**src/rtl/core/cct_pkg.sv**
```systemverilog
// Shared types, constants and parsing functions of the console command tokenizer.
package cct_pkg;

    // Limits of the tokenizer.
    localparam int MAX_TOKENS      = 64;
    localparam int MAX_TOKEN_CHARS = 1024;

    // Widths of the internal counters.
    localparam int LEN_W = $clog2(MAX_TOKEN_CHARS);
    localparam int CNT_W = $clog2(MAX_TOKENS + 1);

    // Widths of the result fields.
    localparam int KIND_W  = 2;
    localparam int TIDX_W  = 6;
    localparam int POS_W   = 10;
    localparam int CHAR_W  = 8;
    localparam int FOUND_W = 7;

    // At most this many results follow from one input byte.
    localparam int MAX_RES    = 5;
    localparam int RES_CNT_W  = $clog2(MAX_RES + 1);
    localparam int RES_IDX_W  = $clog2(MAX_RES);

    // Characters with a special meaning.
    localparam logic [CHAR_W-1:0] CH_NUL    = 8'h00;
    localparam logic [CHAR_W-1:0] CH_TAB    = 8'h09;
    localparam logic [CHAR_W-1:0] CH_CR     = 8'h0D;
    localparam logic [CHAR_W-1:0] CH_SPACE  = 8'h20;
    localparam logic [CHAR_W-1:0] CH_QUOTE  = 8'h22;
    localparam logic [CHAR_W-1:0] CH_SLASH  = 8'h2F;
    localparam logic [CHAR_W-1:0] CH_BSLASH = 8'h5C;

    typedef enum logic [1:0] {
        MODE_BETWEEN  = 2'd0,
        MODE_UNQUOTED = 2'd1,
        MODE_QUOTED   = 2'd2,
        MODE_IGNORE   = 2'd3
    } t_mode;

    typedef enum logic [KIND_W-1:0] {
        KIND_CHAR = 2'd0,
        KIND_END  = 2'd1,
        KIND_DONE = 2'd2
    } t_kind;

    // Parser state carried from one byte to the next.
    typedef struct packed {
        t_mode            mode;
        logic [CNT_W-1:0] total;
        logic [LEN_W-1:0] len;
        logic             held_slash;
        logic             held_backslash;
        logic             skip_quote;
    } t_state;

    typedef struct packed {
        t_kind              kind;
        logic [TIDX_W-1:0]  token_index;
        logic [POS_W-1:0]   char_pos;
        logic [CHAR_W-1:0]  char_out;
        logic [FOUND_W-1:0] tokens_found;
    } t_result;

    // All results caused by one input byte.
    typedef struct packed {
        t_result [MAX_RES-1:0] res;
        logic [RES_CNT_W-1:0]  cnt;
    } t_bundle;

    typedef struct packed {
        t_state  st;
        t_bundle bd;
    } t_work;

    typedef struct packed {
        t_work w;
        logic  again;
    } t_step;

    localparam t_state STATE_RESET = '{
        mode:           MODE_BETWEEN,
        total:          '0,
        len:            '0,
        held_slash:     1'b0,
        held_backslash: 1'b0,
        skip_quote:     1'b0
    };

    function automatic logic is_space(logic [CHAR_W-1:0] c);
        return (c == CH_SPACE) || ((c >= CH_TAB) && (c <= CH_CR));
    endfunction

    // Append one result; results beyond the bundle size are dropped.
    function automatic t_work emit(t_work w, t_kind k, logic [TIDX_W-1:0] idx,
                                   logic [POS_W-1:0] pos, logic [CHAR_W-1:0] ch,
                                   logic [FOUND_W-1:0] found);
        t_work   r;
        t_result e;
        r = w;
        e.kind         = k;
        e.token_index  = idx;
        e.char_pos     = pos;
        e.char_out     = ch;
        e.tokens_found = found;
        if (w.bd.cnt < RES_CNT_W'(MAX_RES)) begin
            r.bd.res[w.bd.cnt[RES_IDX_W-1:0]] = e;
            r.bd.cnt = w.bd.cnt + 1'b1;
        end
        return r;
    endfunction

    function automatic t_work close_token(t_work w);
        t_work r;
        r = emit(w, KIND_END, TIDX_W'(w.st.total - 1'b1), '0, '0, '0);
        r.st.len  = '0;
        r.st.mode = (w.st.total >= CNT_W'(MAX_TOKENS)) ? MODE_IGNORE : MODE_BETWEEN;
        return r;
    endfunction

    function automatic t_work open_token(t_work w, t_mode m);
        t_work r;
        r = w;
        r.st.total = w.st.total + 1'b1;
        r.st.len   = '0;
        r.st.mode  = m;
        return r;
    endfunction

    // Emit one token character and close the token when it reaches the cap.
    function automatic t_work emit_char(t_work w, logic [CHAR_W-1:0] c);
        t_work r;
        logic  quoted;
        quoted = (w.st.mode == MODE_QUOTED);
        r = emit(w, KIND_CHAR, TIDX_W'(w.st.total - 1'b1), POS_W'(w.st.len), c, '0);
        r.st.len = w.st.len + 1'b1;
        if (r.st.len >= LEN_W'(MAX_TOKEN_CHARS - 1)) begin
            r = close_token(r);
            r.st.skip_quote = quoted && (r.st.mode == MODE_BETWEEN);
        end
        return r;
    endfunction

    // One pass over a byte; again asks for a second pass with the same byte.
    function automatic t_step parse_step(t_work w, logic [CHAR_W-1:0] c);
        t_step s;
        logic  stop;
        s.w     = w;
        s.again = 1'b0;
        stop    = 1'b0;
        unique case (w.st.mode)
            MODE_BETWEEN: begin
                if (s.w.st.skip_quote) begin
                    s.w.st.skip_quote = 1'b0;
                    stop = (c == CH_QUOTE);
                end
                if (!stop) begin
                    if (s.w.st.held_slash) begin
                        s.w.st.held_slash = 1'b0;
                        if (c == CH_SLASH) begin
                            s.w.st.mode = MODE_IGNORE;
                        end else begin
                            s.w     = open_token(s.w, MODE_UNQUOTED);
                            s.w     = emit_char(s.w, CH_SLASH);
                            s.again = 1'b1;
                        end
                    end else if (c == CH_SLASH) begin
                        s.w.st.held_slash = 1'b1;
                    end else if (c == CH_QUOTE) begin
                        s.w = open_token(s.w, MODE_QUOTED);
                    end else if (!is_space(c)) begin
                        s.w = open_token(s.w, MODE_UNQUOTED);
                        s.w = emit_char(s.w, c);
                    end
                end
            end
            MODE_UNQUOTED: begin
                if (s.w.st.held_slash) begin
                    s.w.st.held_slash = 1'b0;
                    if (c == CH_SLASH) begin
                        s.w         = close_token(s.w);
                        s.w.st.mode = MODE_IGNORE;
                        stop        = 1'b1;
                    end else begin
                        s.w = emit_char(s.w, CH_SLASH);
                        if (s.w.st.mode != MODE_UNQUOTED) begin
                            s.again = 1'b1;
                            stop    = 1'b1;
                        end
                    end
                end
                if (!stop) begin
                    if (is_space(c)) begin
                        s.w = close_token(s.w);
                    end else if (c == CH_SLASH) begin
                        s.w.st.held_slash = 1'b1;
                    end else begin
                        s.w = emit_char(s.w, c);
                    end
                end
            end
            MODE_QUOTED: begin
                if (s.w.st.held_backslash) begin
                    s.w.st.held_backslash = 1'b0;
                    if ((c == CH_QUOTE) || (c == CH_BSLASH)) begin
                        s.w  = emit_char(s.w, c);
                        stop = 1'b1;
                    end else begin
                        s.w = emit_char(s.w, CH_BSLASH);
                        if (s.w.st.mode != MODE_QUOTED) begin
                            s.again = 1'b1;
                            stop    = 1'b1;
                        end
                    end
                end
                if (!stop) begin
                    if (c == CH_QUOTE) begin
                        s.w = close_token(s.w);
                    end else if (c == CH_BSLASH) begin
                        s.w.st.held_backslash = 1'b1;
                    end else begin
                        s.w = emit_char(s.w, c);
                    end
                end
            end
            MODE_IGNORE: begin
                s.again = 1'b0;
            end
            default: begin
                s.again = 1'b0;
            end
        endcase
        return s;
    endfunction

    // A byte needs at most two passes: the second one after a held character resolves.
    function automatic t_work process(t_work w, logic [CHAR_W-1:0] c);
        t_step a;
        t_step b;
        a = parse_step(w, c);
        b = parse_step(a.w, c);
        return a.again ? b.w : a.w;
    endfunction

    // End of text: resolve held characters and close the open token.
    function automatic t_work finish_text(t_work w);
        t_work r;
        r = w;
        if (r.st.held_slash) begin
            r.st.held_slash = 1'b0;
            if (r.st.mode == MODE_BETWEEN) begin
                r = open_token(r, MODE_UNQUOTED);
            end
            if (r.st.mode == MODE_UNQUOTED) begin
                r = emit_char(r, CH_SLASH);
            end
        end
        if (r.st.held_backslash) begin
            r.st.held_backslash = 1'b0;
            if (r.st.mode == MODE_QUOTED) begin
                r = emit_char(r, CH_BSLASH);
            end
        end
        if ((r.st.mode == MODE_UNQUOTED) || (r.st.mode == MODE_QUOTED)) begin
            r = close_token(r);
        end
        r.st.mode       = MODE_IGNORE;
        r.st.skip_quote = 1'b0;
        return r;
    endfunction

    // Whole effect of one input byte on the state, with its results.
    function automatic t_work item_work(t_state st, logic [CHAR_W-1:0] c, logic eol);
        t_work w;
        w.st = st;
        w.bd = '0;
        if (c == CH_NUL) begin
            w = finish_text(w);
        end else begin
            w = process(w, c);
        end
        if (eol) begin
            w    = finish_text(w);
            w    = emit(w, KIND_DONE, '0, '0, '0, FOUND_W'(w.st.total));
            w.st = STATE_RESET;
        end
        return w;
    endfunction

endpackage

```
**src/rtl/core/cct_parser.sv**
```systemverilog
// Input register, parser state and per-byte result computation of the tokenizer.
module cct_parser (
    input  logic                i_clk,
    input  logic                i_rst_n,
    input  logic                i_valid,
    output logic                o_ready,
    input  logic [7:0]          i_byte_in,
    input  logic                i_end_of_line,
    output logic                o_bd_valid,
    output cct_pkg::t_bundle    o_bd,
    input  logic                i_bd_ready
);
    import cct_pkg::*;

    logic                r_in_valid;
    logic [CHAR_W-1:0]   r_byte;
    logic                r_eol;
    t_state              r_state;
    t_state              n_state;
    t_work               w_work;
    logic                w_adv;

    // The registered byte moves on once the result stage can take its bundle.
    assign w_adv   = r_in_valid && i_bd_ready;
    assign o_ready = !r_in_valid || i_bd_ready;

    // Input register.
    always_ff @(posedge i_clk) begin
        if (!i_rst_n) begin
            r_in_valid <= 1'b0;
        end else if (o_ready) begin
            r_in_valid <= i_valid;
        end
    end

    always_ff @(posedge i_clk) begin
        if (o_ready && i_valid) begin
            r_byte <= i_byte_in;
            r_eol  <= i_end_of_line;
        end
    end

    // Parse the registered byte against the current state.
    always_comb begin
        w_work = item_work(r_state, r_byte, r_eol);
    end

    // Next state.
    always_comb begin
        n_state = r_state;
        if (w_adv) begin
            n_state = w_work.st;
        end
    end

    // Outputs toward the result stage.
    always_comb begin
        o_bd_valid = r_in_valid;
        o_bd       = w_work.bd;
    end

    always_ff @(posedge i_clk) begin
        if (!i_rst_n) begin
            r_state <= STATE_RESET;
        end else begin
            r_state <= n_state;
        end
    end

`ifndef SYNTHESIS
    // The token count never passes the limit.
    a_total_limit: assert property (@(posedge i_clk) disable iff (!i_rst_n)
        r_state.total <= CNT_W'(MAX_TOKENS))
        else $error("token count above limit");

    // A line end returns the parser to its reset state.
    a_eol_reset: assert property (@(posedge i_clk) disable iff (!i_rst_n)
        (w_adv && r_eol) |=> (r_state == STATE_RESET))
        else $error("state not cleared after line end");

    // A slash and a backslash are never held at once.
    a_held_excl: assert property (@(posedge i_clk) disable iff (!i_rst_n)
        !(r_state.held_slash && r_state.held_backslash))
        else $error("slash and backslash held together");
`endif

endmodule

```
**src/rtl/core/cct_drain.sv**
```systemverilog
// Result register that hands out the results of one byte, one per transfer.
module cct_drain (
    input  logic                          i_clk,
    input  logic                          i_rst_n,
    input  logic                          i_bd_valid,
    input  cct_pkg::t_bundle              i_bd,
    output logic                          o_bd_ready,
    output logic                          o_valid,
    input  logic                          i_ready,
    output logic [cct_pkg::KIND_W-1:0]    o_kind,
    output logic [cct_pkg::TIDX_W-1:0]    o_token_index,
    output logic [cct_pkg::POS_W-1:0]     o_char_pos,
    output logic [cct_pkg::CHAR_W-1:0]    o_char_out,
    output logic [cct_pkg::FOUND_W-1:0]   o_tokens_found,
    output logic                          o_last_of_run
);
    import cct_pkg::*;

    logic                  r_bd_valid;
    t_bundle               r_bd;
    logic [RES_IDX_W-1:0]  r_pos;
    t_result               w_res;
    logic                  w_take;
    logic                  w_last;
    logic                  w_load;

    // Current result and the end of the run.
    assign w_res  = r_bd.res[r_pos];
    assign w_last = (RES_CNT_W'(r_pos) + 1'b1) == r_bd.cnt;
    assign w_take = r_bd_valid && i_ready;

    // A new bundle is taken once the last result of the old one leaves.
    assign o_bd_ready = !r_bd_valid || (w_take && w_last);
    assign w_load     = i_bd_valid && o_bd_ready;

    always_ff @(posedge i_clk) begin
        if (!i_rst_n) begin
            r_bd_valid <= 1'b0;
            r_pos      <= '0;
        end else if (w_load) begin
            r_bd_valid <= (i_bd.cnt != '0);
            r_pos      <= '0;
        end else if (w_take) begin
            if (w_last) begin
                r_bd_valid <= 1'b0;
            end else begin
                r_pos <= r_pos + 1'b1;
            end
        end
    end

    always_ff @(posedge i_clk) begin
        if (w_load) begin
            r_bd <= i_bd;
        end
    end

    // Output fields.
    assign o_valid        = r_bd_valid;
    assign o_kind         = w_res.kind;
    assign o_token_index  = w_res.token_index;
    assign o_char_pos     = w_res.char_pos;
    assign o_char_out     = w_res.char_out;
    assign o_tokens_found = w_res.tokens_found;
    assign o_last_of_run  = w_last;

`ifndef SYNTHESIS
    // A held bundle is never empty and the read position stays inside it.
    a_pos_range: assert property (@(posedge i_clk) disable iff (!i_rst_n)
        r_bd_valid |-> ((r_bd.cnt != '0) && (RES_CNT_W'(r_pos) < r_bd.cnt)))
        else $error("result position outside bundle");

    // A transfer that is not the last of a run leaves more results waiting.
    a_run_continues: assert property (@(posedge i_clk) disable iff (!i_rst_n)
        (w_take && !w_last) |=> r_bd_valid)
        else $error("run ended early");

    // A result that waits for its transfer stays in place.
    a_result_held: assert property (@(posedge i_clk) disable iff (!i_rst_n)
        (o_valid && !i_ready) |=> (o_valid && $stable(r_pos) && $stable(r_bd)))
        else $error("waiting result changed");
`endif

endmodule

```
**src/rtl/core/console_command_tokenizer_top.sv**
```systemverilog
// Top level of the console command tokenizer.
// The tokenizer takes one byte of a command line per transfer and returns token
// characters, token ends and a line-done count. A byte waits in the input
// register while its results are computed, then its results leave the result
// register one per cycle while the output is ready, so a byte with several
// results holds the input side until its last result leaves, and bytes with one
// result or none keep a rate of one byte per cycle while the output is ready.
// After reset no clearing pass is needed; the parser is ready at once.
module console_command_tokenizer_top (
    input  logic                          i_clk,
    input  logic                          i_rst_n,
    input  logic                          i_valid,
    output logic                          o_ready,
    input  logic [cct_pkg::CHAR_W-1:0]    i_byte_in,
    input  logic                          i_end_of_line,
    output logic                          o_valid,
    input  logic                          i_ready,
    output logic [cct_pkg::KIND_W-1:0]    o_kind,
    output logic [cct_pkg::TIDX_W-1:0]    o_token_index,
    output logic [cct_pkg::POS_W-1:0]     o_char_pos,
    output logic [cct_pkg::CHAR_W-1:0]    o_char_out,
    output logic [cct_pkg::FOUND_W-1:0]   o_tokens_found,
    output logic                          o_last_of_run
);
    import cct_pkg::*;

    logic     w_bd_valid;
    logic     w_bd_ready;
    t_bundle  w_bd;

    // Parser stage.
    cct_parser u_parser (
        .i_clk         (i_clk),
        .i_rst_n       (i_rst_n),
        .i_valid       (i_valid),
        .o_ready       (o_ready),
        .i_byte_in     (i_byte_in),
        .i_end_of_line (i_end_of_line),
        .o_bd_valid    (w_bd_valid),
        .o_bd          (w_bd),
        .i_bd_ready    (w_bd_ready)
    );

    // Result stage.
    cct_drain u_drain (
        .i_clk          (i_clk),
        .i_rst_n        (i_rst_n),
        .i_bd_valid     (w_bd_valid),
        .i_bd           (w_bd),
        .o_bd_ready     (w_bd_ready),
        .o_valid        (o_valid),
        .i_ready        (i_ready),
        .o_kind         (o_kind),
        .o_token_index  (o_token_index),
        .o_char_pos     (o_char_pos),
        .o_char_out     (o_char_out),
        .o_tokens_found (o_tokens_found),
        .o_last_of_run  (o_last_of_run)
    );

endmodule

```
**config.mk**
```make
export PLATFORM = sky130hd
export DESIGN_NAME = console_command_tokenizer_top
export DESIGN_NICKNAME = d
export VERILOG_FILES = /design/src/rtl/core/cct_pkg.sv /design/src/rtl/core/cct_parser.sv /design/src/rtl/core/cct_drain.sv /design/src/rtl/core/console_command_tokenizer_top.sv
export SDC_FILE = /design/constraint.sdc
export NUM_CORES = 1
export LEC_CHECK = 0
export BUFFER_PORTS_ARGS = -buffer_cell sky130_fd_sc_hd__buf_2
export CELL_PAD_IN_SITES_DETAIL_PLACEMENT = 1
export CELL_PAD_IN_SITES_GLOBAL_PLACEMENT = 2
export CORE_ASPECT_RATIO = 1.75
export CORE_MARGIN = 2
export CORE_UTILIZATION = 33
export CTS_CLUSTER_SIZE = 20
export DETAILED_ROUTE_END_ITERATION = 6
export PLACE_DENSITY = 0.72
export SYNTH_ARGS = -nofsm -noshare
export SYNTH_HDL_FRONTEND = slang
export SYNTH_SLANG_ARGS = --single-unit
```
**constraint.sdc**
```tcl
create_clock -name i_clk -period 13.3 [get_ports i_clk]
set_input_delay 2.66 -clock i_clk [delete_from_list [all_inputs] [get_ports i_clk]]
set_output_delay 2.66 -clock i_clk [all_outputs]
set_load 0.1 [all_outputs]
```
# ---- Word-level counts from Yosys, hierarchy flattened
# Index checks and enable logic that the tools add are counted.
dict set report classes {
  add_sub_neg 54
  magnitude_cmp 101
  n_eq_ne 28
  n_mux 337
  n_bitwise 2
  reduce_logical 69
}
# op n
set op_table {}
lappend op_table {{two-way mux 190 bit} 70}
lappend op_table {{two-way mux 168 bit} 79}
lappend op_table {{bitwise mux 165 bit} 35}
lappend op_table {{two-way mux 191 bit} 14}
lappend op_table {{demux 33 bit (select 3 bit)} 26}
lappend op_table {{one-hot mux 190 bit (3 select lines)} 2}
lappend op_table {{two-way mux 33 bit} 27}
lappend op_table {{two-way mux 170 bit} 4}
lappend op_table {{two-way mux 36 bit} 12}
lappend op_table {{two-way mux 189 bit} 2}
lappend op_table {{two-way mux 181 bit} 2}
lappend op_table {{two-way mux 169 bit} 2}
lappend op_table {{two-way mux 188 bit} 1}
lappend op_table {{< comparator 3 x 4 -> 1 bit, second input constant} 27}
lappend op_table {{adder 10 x 1 -> 10 bit, second input constant} 10}
lappend op_table {{greater-or-equal comparator 10 bit, second input constant} 10}
lappend op_table {{binary-select mux 33 bit (select 3 bit)} 1}
lappend op_table {{subtractor 6 x 1 -> 6 bit, second input constant} 14}
lappend op_table {{adder 3 x 1 -> 3 bit, second input constant} 27}
lappend op_table {{greater-or-equal comparator 3 x 1 -> 1 bit, second input constant} 26}
lappend op_table {{< comparator 3 bit, second input constant} 26}
lappend op_table {{two-way mux 19 bit} 4}
lappend op_table {{greater-or-equal comparator 7 bit, second input constant} 10}
lappend op_table {{two-way mux 1 bit} 42}
lappend op_table {{23 further kinds} 118}
dict set report totals {
  ff_bits 204
  inputBits 13
  out_inout_bits 36
  word_cells 628
}

# ---- Depth between registers and ports, before layout
# Gate-level depths: netlist of the first run.
dict set report logic_depth {
  word_depth 156
  ltp_mapped 61
  mapped_depth_nobuf 54
}

# ---- Modules after synthesis
# From an unflattened synthesis of the first run, not the netlist that was laid out.
dict set report unflattened {
  hier_cells 2808
  area_unflattened_um2 22004.9
}
# mod n_inst cells_per_inst area_per_inst_um2 seq_area_each_um2
set modules_own_cells {}
lappend modules_own_cells {cct_parser 1 2463 15433.6 730.7}
lappend modules_own_cells {cct_drain 1 345 6571.3 5124.9}

# ---- Worst setup path before layout of the first run
# OpenSTA, ideal clock, no wires.
dict set report synth_timing {
  path_kind {flip-flop to flip-flop}
  from {register u_parser.r_state[3] in the netlist's numbering}
  to {register u_drain.r_bd[84] in the netlist's numbering, data pin}
  setup_time_ps 257
  arrival_ps 11680
  t_required_ps 13043
  setup_slack_ps 1363
  stages_incl_launch_ff 55
  period_less_slack_ps 11937
  path_cell_list {dfxtp_1 -> clkbuf_1 -> buf_1 -> inv_1 -> ha_1 -> and4_1 -> nand3_1 -> buf_6 -> nor2_2 -> clkbuf_1 -> o31ai_1 -> ha_1 -> inv_1 -> a311o_1 -> or3b_1 -> o211ai_2 -> nand3_1 -> a31o_2 -> (+19 left out) -> a21oi_1 -> nand2_1 -> nor2_1 -> a211oi_1 -> a311oi_2 -> inv_1 -> ha_1 -> a31oi_1 -> a32oi_1 -> o32ai_1 -> inv_2 -> ha_1 -> inv_1 -> a21o_1 -> a211o_1 -> a21oi_2 -> buf_2 -> nor2_1}
}
# element line_no
set synth_rtl {}
lappend synth_rtl {{start, declared} cct_parser.sv:18} ;# t_state r_state;
lappend synth_rtl {{start signal, assigned} cct_parser.sv:66} ;# r_state <= n_state;
lappend synth_rtl {{end signal, assigned} cct_drain.sv:54} ;# r_bd <= i_bd;
lappend synth_rtl {{end, declared} cct_drain.sv:20} ;# t_bundle r_bd;

==> out/metrics.cfg, run 1 <==
[sta]
timing.fmax_mhz=78.9
fin_tns_setup_ns=0
final_count_of_hold_timing_violations=0
timing.slew.headroom_pct=11.9
worst_hold_check_slack_ns=0.555
rsz0062_at_grt=false
setup-violations-final=0
final_max_slew_viol_count=0
timing.final.crit_share_pct=95.3
period_minus_slack_ns=12.68
finClkSkew_ns=0.0260
tightest_slew_ns=1.32
setup_ws_ns=0.618

[outcome]
status=finished, final reports clean

[synth]
compound_gate_portion_of_the_synthesized_area_pct=33.4
postSynthAreaPerCell_um2=7.48
postSynth.asyncResetShare_pct=0
yosysUniqueCellTypes=120
fraction_of_the_mapped_netlist_area_in_simple_logic_gates_pct=23.4
synth_edf_count=177
seq_area_frac_synth_pct=23.9
synth_area_mm2=0.0245
synth_top_family_by_area=compound AO/OA/AOI/OAI gates
synthAdderAreaFrac_pct=3.98
ys_ff_latch=204
synth-xor-area-share_pct=4.03
post_synth_inst_count=3279
yosys_warnings=0
synth.mux.area_fraction_pct=5.00
synth_fp_nets=3370
synth_top_flop_cell=sky130_fd_sc_hd__edfxtp_1

[final_layout]
utilization_pct=36.7
syn2layout_area_growth_pct=10.4
layout_commonest_cell=sky130_fd_sc_hd__nand2_1
filler_instances=9038
fraction_of_final_layout_cells_sized_beyond_drive_strength_1_pct=13.2
most-common-layout-cells=sky130_fd_sc_hd__nand2_1, sky130_fd_sc_hd__nor2_1, sky130_fd_sc_hd__o21ai_0, sky130_fd_sc_hd__a21oi_1, sky130_fd_sc_hd__buf_4
layout.nets=3395

[routing]
final_antenna_net_count=0
number_of_design_rule_violations_left_after_detail_routing=0
routed_wire_length_per_instance_um=34.1
detail_route.first_pass.iterations=6
route.final.wire_length_mm=145
detailroute.via_count=29000
drt_iter0_drc=2630
route.detailed.vias_per_inst=6.80

[min_path]
hp-start=u_parser.o_bd_valid
hold_crit_class=reg2reg

[placed_design]
portBuffers=48
hpwlAfterDp_mm=115
gp_congestion=1.09
pre_cts_ws_ns=0.282

[clock_network]
tritoncts=yes
postCtsHoldBufs=0
clock_pin_slew_of_the_registers_on_the_worst_case_setup_and_hold_paths_ns=0.07
tritoncts_num_sinks=204
number_of_clock_buffers_inserted_by_tritoncts=24
cts_max_path_buffers=3
clk-insertion-delay-late_ns=0.58
cts-root-buf=sky130_fd_sc_hd__clkbuf_16
ctsHtreeMaxLevel=1

[floorplanning]
floorplan.core_area_mm2=0.0738
floorplan.initialDensity_pct=33.2
design.portCount=49
core.rowCount=132
dieArea_mm2=0.0766
fp.dieH_um=365
die_x_um=210

[worst_setup_path]
worstSetupPathType=reg2reg
end_kind=flop
crit_slowest_cell=sky130_fd_sc_hd__a211o_1
timing.critical_path.required_ns=13.62
worstPathBufferInverterCount=8
arrival_ns=13.00
cp-start-kind=flop
cp_startpoint=u_parser.r_state[3]
cp_top_family=compound AO/OA/AOI/OAI gates
crit_top_cell=sky130_fd_sc_hd__ha_1
setup.reg_to_reg.worst_slack_ns=0.62
cp_max_stage_delay_ns=0.50
critical_path.max_fanout=12
regToRegStartpoint=u_parser.r_state[3]

[power]
pwr_dens_mw_per_mm2=72.6
post-layout-total-power_mw=1.97
total_leakage_power_nw=9.33
ir_worst_vdd_v=0.000149

[job]
max_cap_viol_count=0

[global_route]
first_global_vias=29500
grt.total_usage_pct=37.1
grt_first_pass_wirelength_mm=208
antenna_found_initial=6
grt.overflow.total=0
grt_start_max_net_pins=95

-- repair_timing --
item                                    4_1_cts  5_1_grt
buffers inserted                              0        3
endpoints found under the setup margin        0      159
gates resized for setup                       0       10
-- layer usage --
layer | up-vias | GRT usage [%] | wire length, um
li1 | 12500 | - | -
met1 | 14300 | 38.7 | 50600
met2 | 1554 | 63.7 | 69200
met3 | 652 | 5.71 | 9270
met4 | 6 | 34.8 | 16300
met5 | - | 0 | 44
-- worst register-to-register path: cells and delay by family, from the launching register on --
family | cells | cell delay (ns)
AO/OA/AOI/OAI | 17 | 5.08
AND/OR/NAND/NOR | 18 | 3.60
adder cells (fa/ha/maj) | 7 | 1.97
buffers and inverters | 8 | 1.29
flip-flops | 1 | 0.49
-- cells in the mapped netlist, types with 11 or more instances --
| cell | count | area [um^2] |
|---|---|---|
| sky130_fd_sc_hd__nand2_1 | 379 | 1420 |
| sky130_fd_sc_hd__nor2_1 | 345 | 1290 |
| sky130_fd_sc_hd__o21ai_0 | 293 | 1470 |
| sky130_fd_sc_hd__a21oi_1 | 289 | 1450 |
| sky130_fd_sc_hd__edfxtp_1 | 177 | 5320 |
| sky130_fd_sc_hd__clkbuf_1 | 160 | 601 |
| sky130_fd_sc_hd__nand3_1 | 118 | 591 |
| sky130_fd_sc_hd__inv_1 | 113 | 424 |
| sky130_fd_sc_hd__nor3_1 | 94 | 470 |
| sky130_fd_sc_hd__o22ai_1 | 83 | 519 |
| sky130_fd_sc_hd__ha_1 | 78 | 976 |
| sky130_fd_sc_hd__xnor2_1 | 76 | 666 |
| sky130_fd_sc_hd__a22oi_1 | 70 | 526 |
| sky130_fd_sc_hd__a31oi_1 | 62 | 388 |
| sky130_fd_sc_hd__and3_1 | 43 | 269 |
| sky130_fd_sc_hd__mux2i_1 | 37 | 370 |
| sky130_fd_sc_hd__xor2_1 | 35 | 307 |
| sky130_fd_sc_hd__o211ai_1 | 34 | 255 |
| sky130_fd_sc_hd__mux4_2 | 33 | 743 |
| sky130_fd_sc_hd__nand4_1 | 33 | 206 |
| sky130_fd_sc_hd__o21ai_1 | 30 | 150 |
| sky130_fd_sc_hd__and2_1 | 29 | 181 |
| sky130_fd_sc_hd__dfxtp_1 | 27 | 541 |
| sky130_fd_sc_hd__nand2b_1 | 26 | 163 |
| sky130_fd_sc_hd__a211oi_1 | 25 | 188 |
| sky130_fd_sc_hd__a21o_1 | 23 | 173 |
| sky130_fd_sc_hd__o21a_1 | 23 | 173 |
| sky130_fd_sc_hd__a221oi_1 | 21 | 184 |
| sky130_fd_sc_hd__buf_2 | 21 | 105 |
| sky130_fd_sc_hd__o31ai_1 | 21 | 158 |
| sky130_fd_sc_hd__buf_4 | 19 | 143 |
| sky130_fd_sc_hd__or3_1 | 19 | 119 |
| sky130_fd_sc_hd__o32ai_1 | 18 | 158 |
| sky130_fd_sc_hd__a32oi_1 | 17 | 149 |
| sky130_fd_sc_hd__nor4_1 | 17 | 106 |
| sky130_fd_sc_hd__o221ai_1 | 16 | 140 |
| sky130_fd_sc_hd__a21boi_0 | 15 | 113 |
| sky130_fd_sc_hd__a22o_1 | 15 | 131 |
| sky130_fd_sc_hd__buf_1 | 15 | 56.3 |
| sky130_fd_sc_hd__buf_6 | 15 | 169 |
| sky130_fd_sc_hd__or2_2 | 15 | 93.8 |
| sky130_fd_sc_hd__a221o_1 | 13 | 130 |
| sky130_fd_sc_hd__nor2b_1 | 13 | 81.3 |
| sky130_fd_sc_hd__a211o_1 | 11 | 96.3 |
| sky130_fd_sc_hd__o2bb2ai_1 | 11 | 96.3 |
-- cell type report --
type | instances | area (um^2) | area share (%)
Timing Repair Buffer | 231 | 1630 | 6.00
Inverter | 124 | 470 | 1.74
Antenna cell | 2 | 5.00 | 0.0185
Clock buffer | 27 | 612 | 2.26
Clock inverter | 15 | 126 | 0.466
Tap cell | 938 | 1170 | 4.33
Sequential cell | 204 | 5860 | 21.6
Multi-Input combinational cell | 2719 | 17200 | 63.6
-- logic make-up (layout without fill, tap and decap cells) --
family	after synthesis	in the layout
muxes	80	80
and+or+nand+nor	1212	1212
other	0	2
DFF	204	204
AOI/OAI and AO/OA	1237	1237
buffers and inverters	356	397
adders and majority gates	78	78
xor gates and xnor gates	112	112
-- path summary, 6_finish.rpt --
check	to	cells after the start
max	u_drain.r_bd[92]	50
min reg2reg	u_parser.o_bd_valid	2
min	u_parser.o_bd_valid	2
max reg2reg	u_drain.r_bd[92]	50
-- sequential cells by signal (all words and copies together) (netlist names) --
name and flops:
u_drain.r_bd 168, u_parser.r_state 22, u_parser.r_byte 8, u_drain.r_pos 3, u_drain.o_valid 1, u_parser.o_bd_valid 1, u_parser.r_eol 1
-- power by group --
part / leakage, nW / switching (mW) / internal (mW)
Combinational: 7.04 / 0.418 / 0.144
Clock: 0.360 / 0.308 / 0.353
Sequential: 1.93 / 0.0125 / 0.732
Total: 9.33 / 0.739 / 1.23
-- metrics by stage --
step	cell area (um^2)	cells
CTS	27000	4255
global route	27100	4258
finish	27100	4260
detailed placement	26300	4213
global placement	26300	4213
floorplan	24500	3279
(Power assumes the default switching activity.)
==> inputs of run 2 (changes only) <==
==> constraint.sdc (replaced) <==
create_clock -name i_clk -period 13.8 [get_ports i_clk]
set_input_delay 2.76 -clock i_clk [delete_from_list [all_inputs] [get_ports i_clk]]
set_output_delay 2.76 -clock i_clk [all_outputs]
set_load 0.1 [all_outputs]
==> out/metrics.cfg, run 2 (synthesis gave the netlist of run 1 again) <==
[worst_setup_path]
arrival_ns=13.49  ; +0.49 ns
critical_path.max_fanout=10  ; -2
cp_max_stage_delay_ns=0.52  ; +0.02 ns
crit_slowest_cell=sky130_fd_sc_hd__o31ai_2
setup.reg_to_reg.worst_slack_ns=0.63  ; about the same
worstSetupPathType=reg2reg
crit_top_cell=sky130_fd_sc_hd__ha_1
end_kind=flop
cp-start-kind=flop
timing.critical_path.required_ns=14.12  ; +0.50 ns
r2r_cells=48  ; -4.0%

[placed_design]
portBuffers=48  ; unchanged
hpwlAfterDp_mm=120  ; +4.6%
post_place_cell_area_mm2=0.0262  ; -0.18%
pre_cts_ws_ns=-0.0314  ; -0.313 ns
gp_congestion=1.03  ; -5.6%
dp.cells=4205  ; -0.19%

[outcome]
status=finished with violations
failed_checks=design-rule violations

[floorplanning]
floorplan.initialDensity_pct=33.2  ; unchanged
die_x_um=210  ; unchanged
design.portCount=49  ; unchanged
core.rowCount=132  ; unchanged
dieArea_mm2=0.0766  ; unchanged
fp.dieH_um=365  ; unchanged
floorplan.core_area_mm2=0.0738  ; unchanged

[power]
ir_worst_vdd_v=0.0000904  ; -39%
total_leakage_power_nw=9.31  ; -0.28%
post-layout-total-power_mw=1.92  ; -2.2%
pwr_dens_mw_per_mm2=71.0  ; -2.2%

[clock_network]
cts_max_path_buffers=3  ; unchanged
number_of_clock_buffers_inserted_by_tritoncts=24  ; unchanged
postCtsHoldBufs=0  ; unchanged
clk-insertion-delay-late_ns=0.57  ; about the same
ctsResizeCount=1  ; +1
ctsHtreeMaxLevel=1  ; unchanged
tritoncts=yes
cts-root-buf=sky130_fd_sc_hd__clkbuf_16
tritoncts_num_sinks=204  ; unchanged
clock_pin_slew_of_the_registers_on_the_worst_case_setup_and_hold_paths_ns=0.07  ; about the same
post_cts_buffers=0  ; unchanged

[final_layout]
most-common-layout-cells=sky130_fd_sc_hd__nand2_1, sky130_fd_sc_hd__nor2_1, sky130_fd_sc_hd__o21ai_0, sky130_fd_sc_hd__a21oi_1, sky130_fd_sc_hd__edfxtp_1
layout_commonest_cell=sky130_fd_sc_hd__nand2_1
seqCellArea_mm2=0.00586  ; about the same
largest_registers=u_drain.r_bd (168), u_parser.r_state (22), u_parser.r_byte (8)
syn2layout_area_growth_pct=10.5  ; about the same
utilization_pct=36.7  ; about the same
fraction_of_final_layout_cells_sized_beyond_drive_strength_1_pct=13.1  ; -0.025 points
multi_input_comb_area_mm2=0.0173  ; +0.27%
filler_instances=9089  ; +0.56%
final_cells=4252  ; -0.19%
layout.nets=3384  ; -0.32%
top_register=u_drain.r_bd
design_area_mm2=0.0271  ; about the same
largest_register_ff_count=168  ; unchanged

[routing]
detail_route.first_pass.iterations=7  ; +1
route.final.wire_length_mm=150  ; +3.3%
drt_iter0_drc=2629  ; -0.038%
route.detailed.vias_per_inst=6.76  ; -0.62%
final_antenna_net_count=0  ; unchanged
detailroute.via_count=28700  ; -0.80%
number_of_design_rule_violations_left_after_detail_routing=1  ; +1
routed_wire_length_per_instance_um=35.3  ; +3.5%

[sta]
finClkSkew_ns=0.0262  ; +0.000181 ns
timing.final.crit_share_pct=95.4  ; about the same
worst_hold_check_slack_ns=0.560  ; +0.00448 ns
period_minus_slack_ns=13.17  ; +0.487 ns
timing.slew.headroom_pct=16.4  ; +4.4 points
setup-violations-final=0  ; unchanged
final_count_of_hold_timing_violations=0  ; unchanged
final_max_slew_viol_count=0  ; unchanged
rsz0062_at_grt=false
timing.fmax_mhz=75.9  ; -3.7%
fin_tns_setup_ns=0  ; unchanged
setup_ws_ns=0.631  ; +0.0125 ns
tightest_slew_ns=1.24  ; -0.0788 ns

[global_route]
first_global_vias=29400  ; -0.41%
grt.total_usage_pct=38.3  ; +1.2 points
grt_start_max_net_pins=95  ; unchanged
grt_first_pass_wirelength_mm=214  ; +2.8%
grt.overflow.total=0  ; unchanged
antenna_found_initial=3  ; -3

[min_path]
hold_crit_class=reg2reg
timing.hold.worst_path_depth=2  ; unchanged

[job]
max_cap_viol_count=0  ; unchanged

==> run 2: layer usage <==
layer,up-vias,global-route usage [%],share of wire [%]
met2,1409,68.0,49
met5,-,0,0.0087
met4,2,31.2,9.8
met1,14300,40.3,35
met3,551,5.10,6.0
li1,12400,-,-
==> run 2: final timing paths <==
check / from / to
max: u_parser.r_state[3] / u_drain.r_bd[92]
min: u_parser.o_bd_valid / u_parser.o_bd_valid
max reg2reg: u_parser.r_state[3] / u_drain.r_bd[92]
min reg2reg: u_parser.o_bd_valid / u_parser.o_bd_valid
==> run 2: critical path, delay by kind of cell, from the launching register on <==
family                     cells  cell delay [ns]
DFF                            1             0.48
buffers and inverters          7             1.09
and+or+nand+nor               19             4.73
adders and majority gates      6             1.70
AOI/OAI and AO/OA             15             4.74
xor gates and xnor gates       1             0.15
==> run 2: cell type report <==
| cell class | count | share of cell area (%) |
|---|---|---|
| diodes | 3 | 0.0277 |
| clock inverters | 16 | 0.646 |
| multi-input cells | 2719 | 63.7 |
| flip-flops and latches | 204 | 21.6 |
| repair buffers | 220 | 5.65 |
| clock buffers | 28 | 2.31 |
| well taps | 938 | 4.33 |
| inverters | 124 | 1.74 |
==> run 2: power breakdown <==
group	switching (mW)	internal, mW	total [mW]
clock	0.287	0.382	0.669
combinational	0.396	0.136	0.532
sequential	0.0173	0.706	0.723
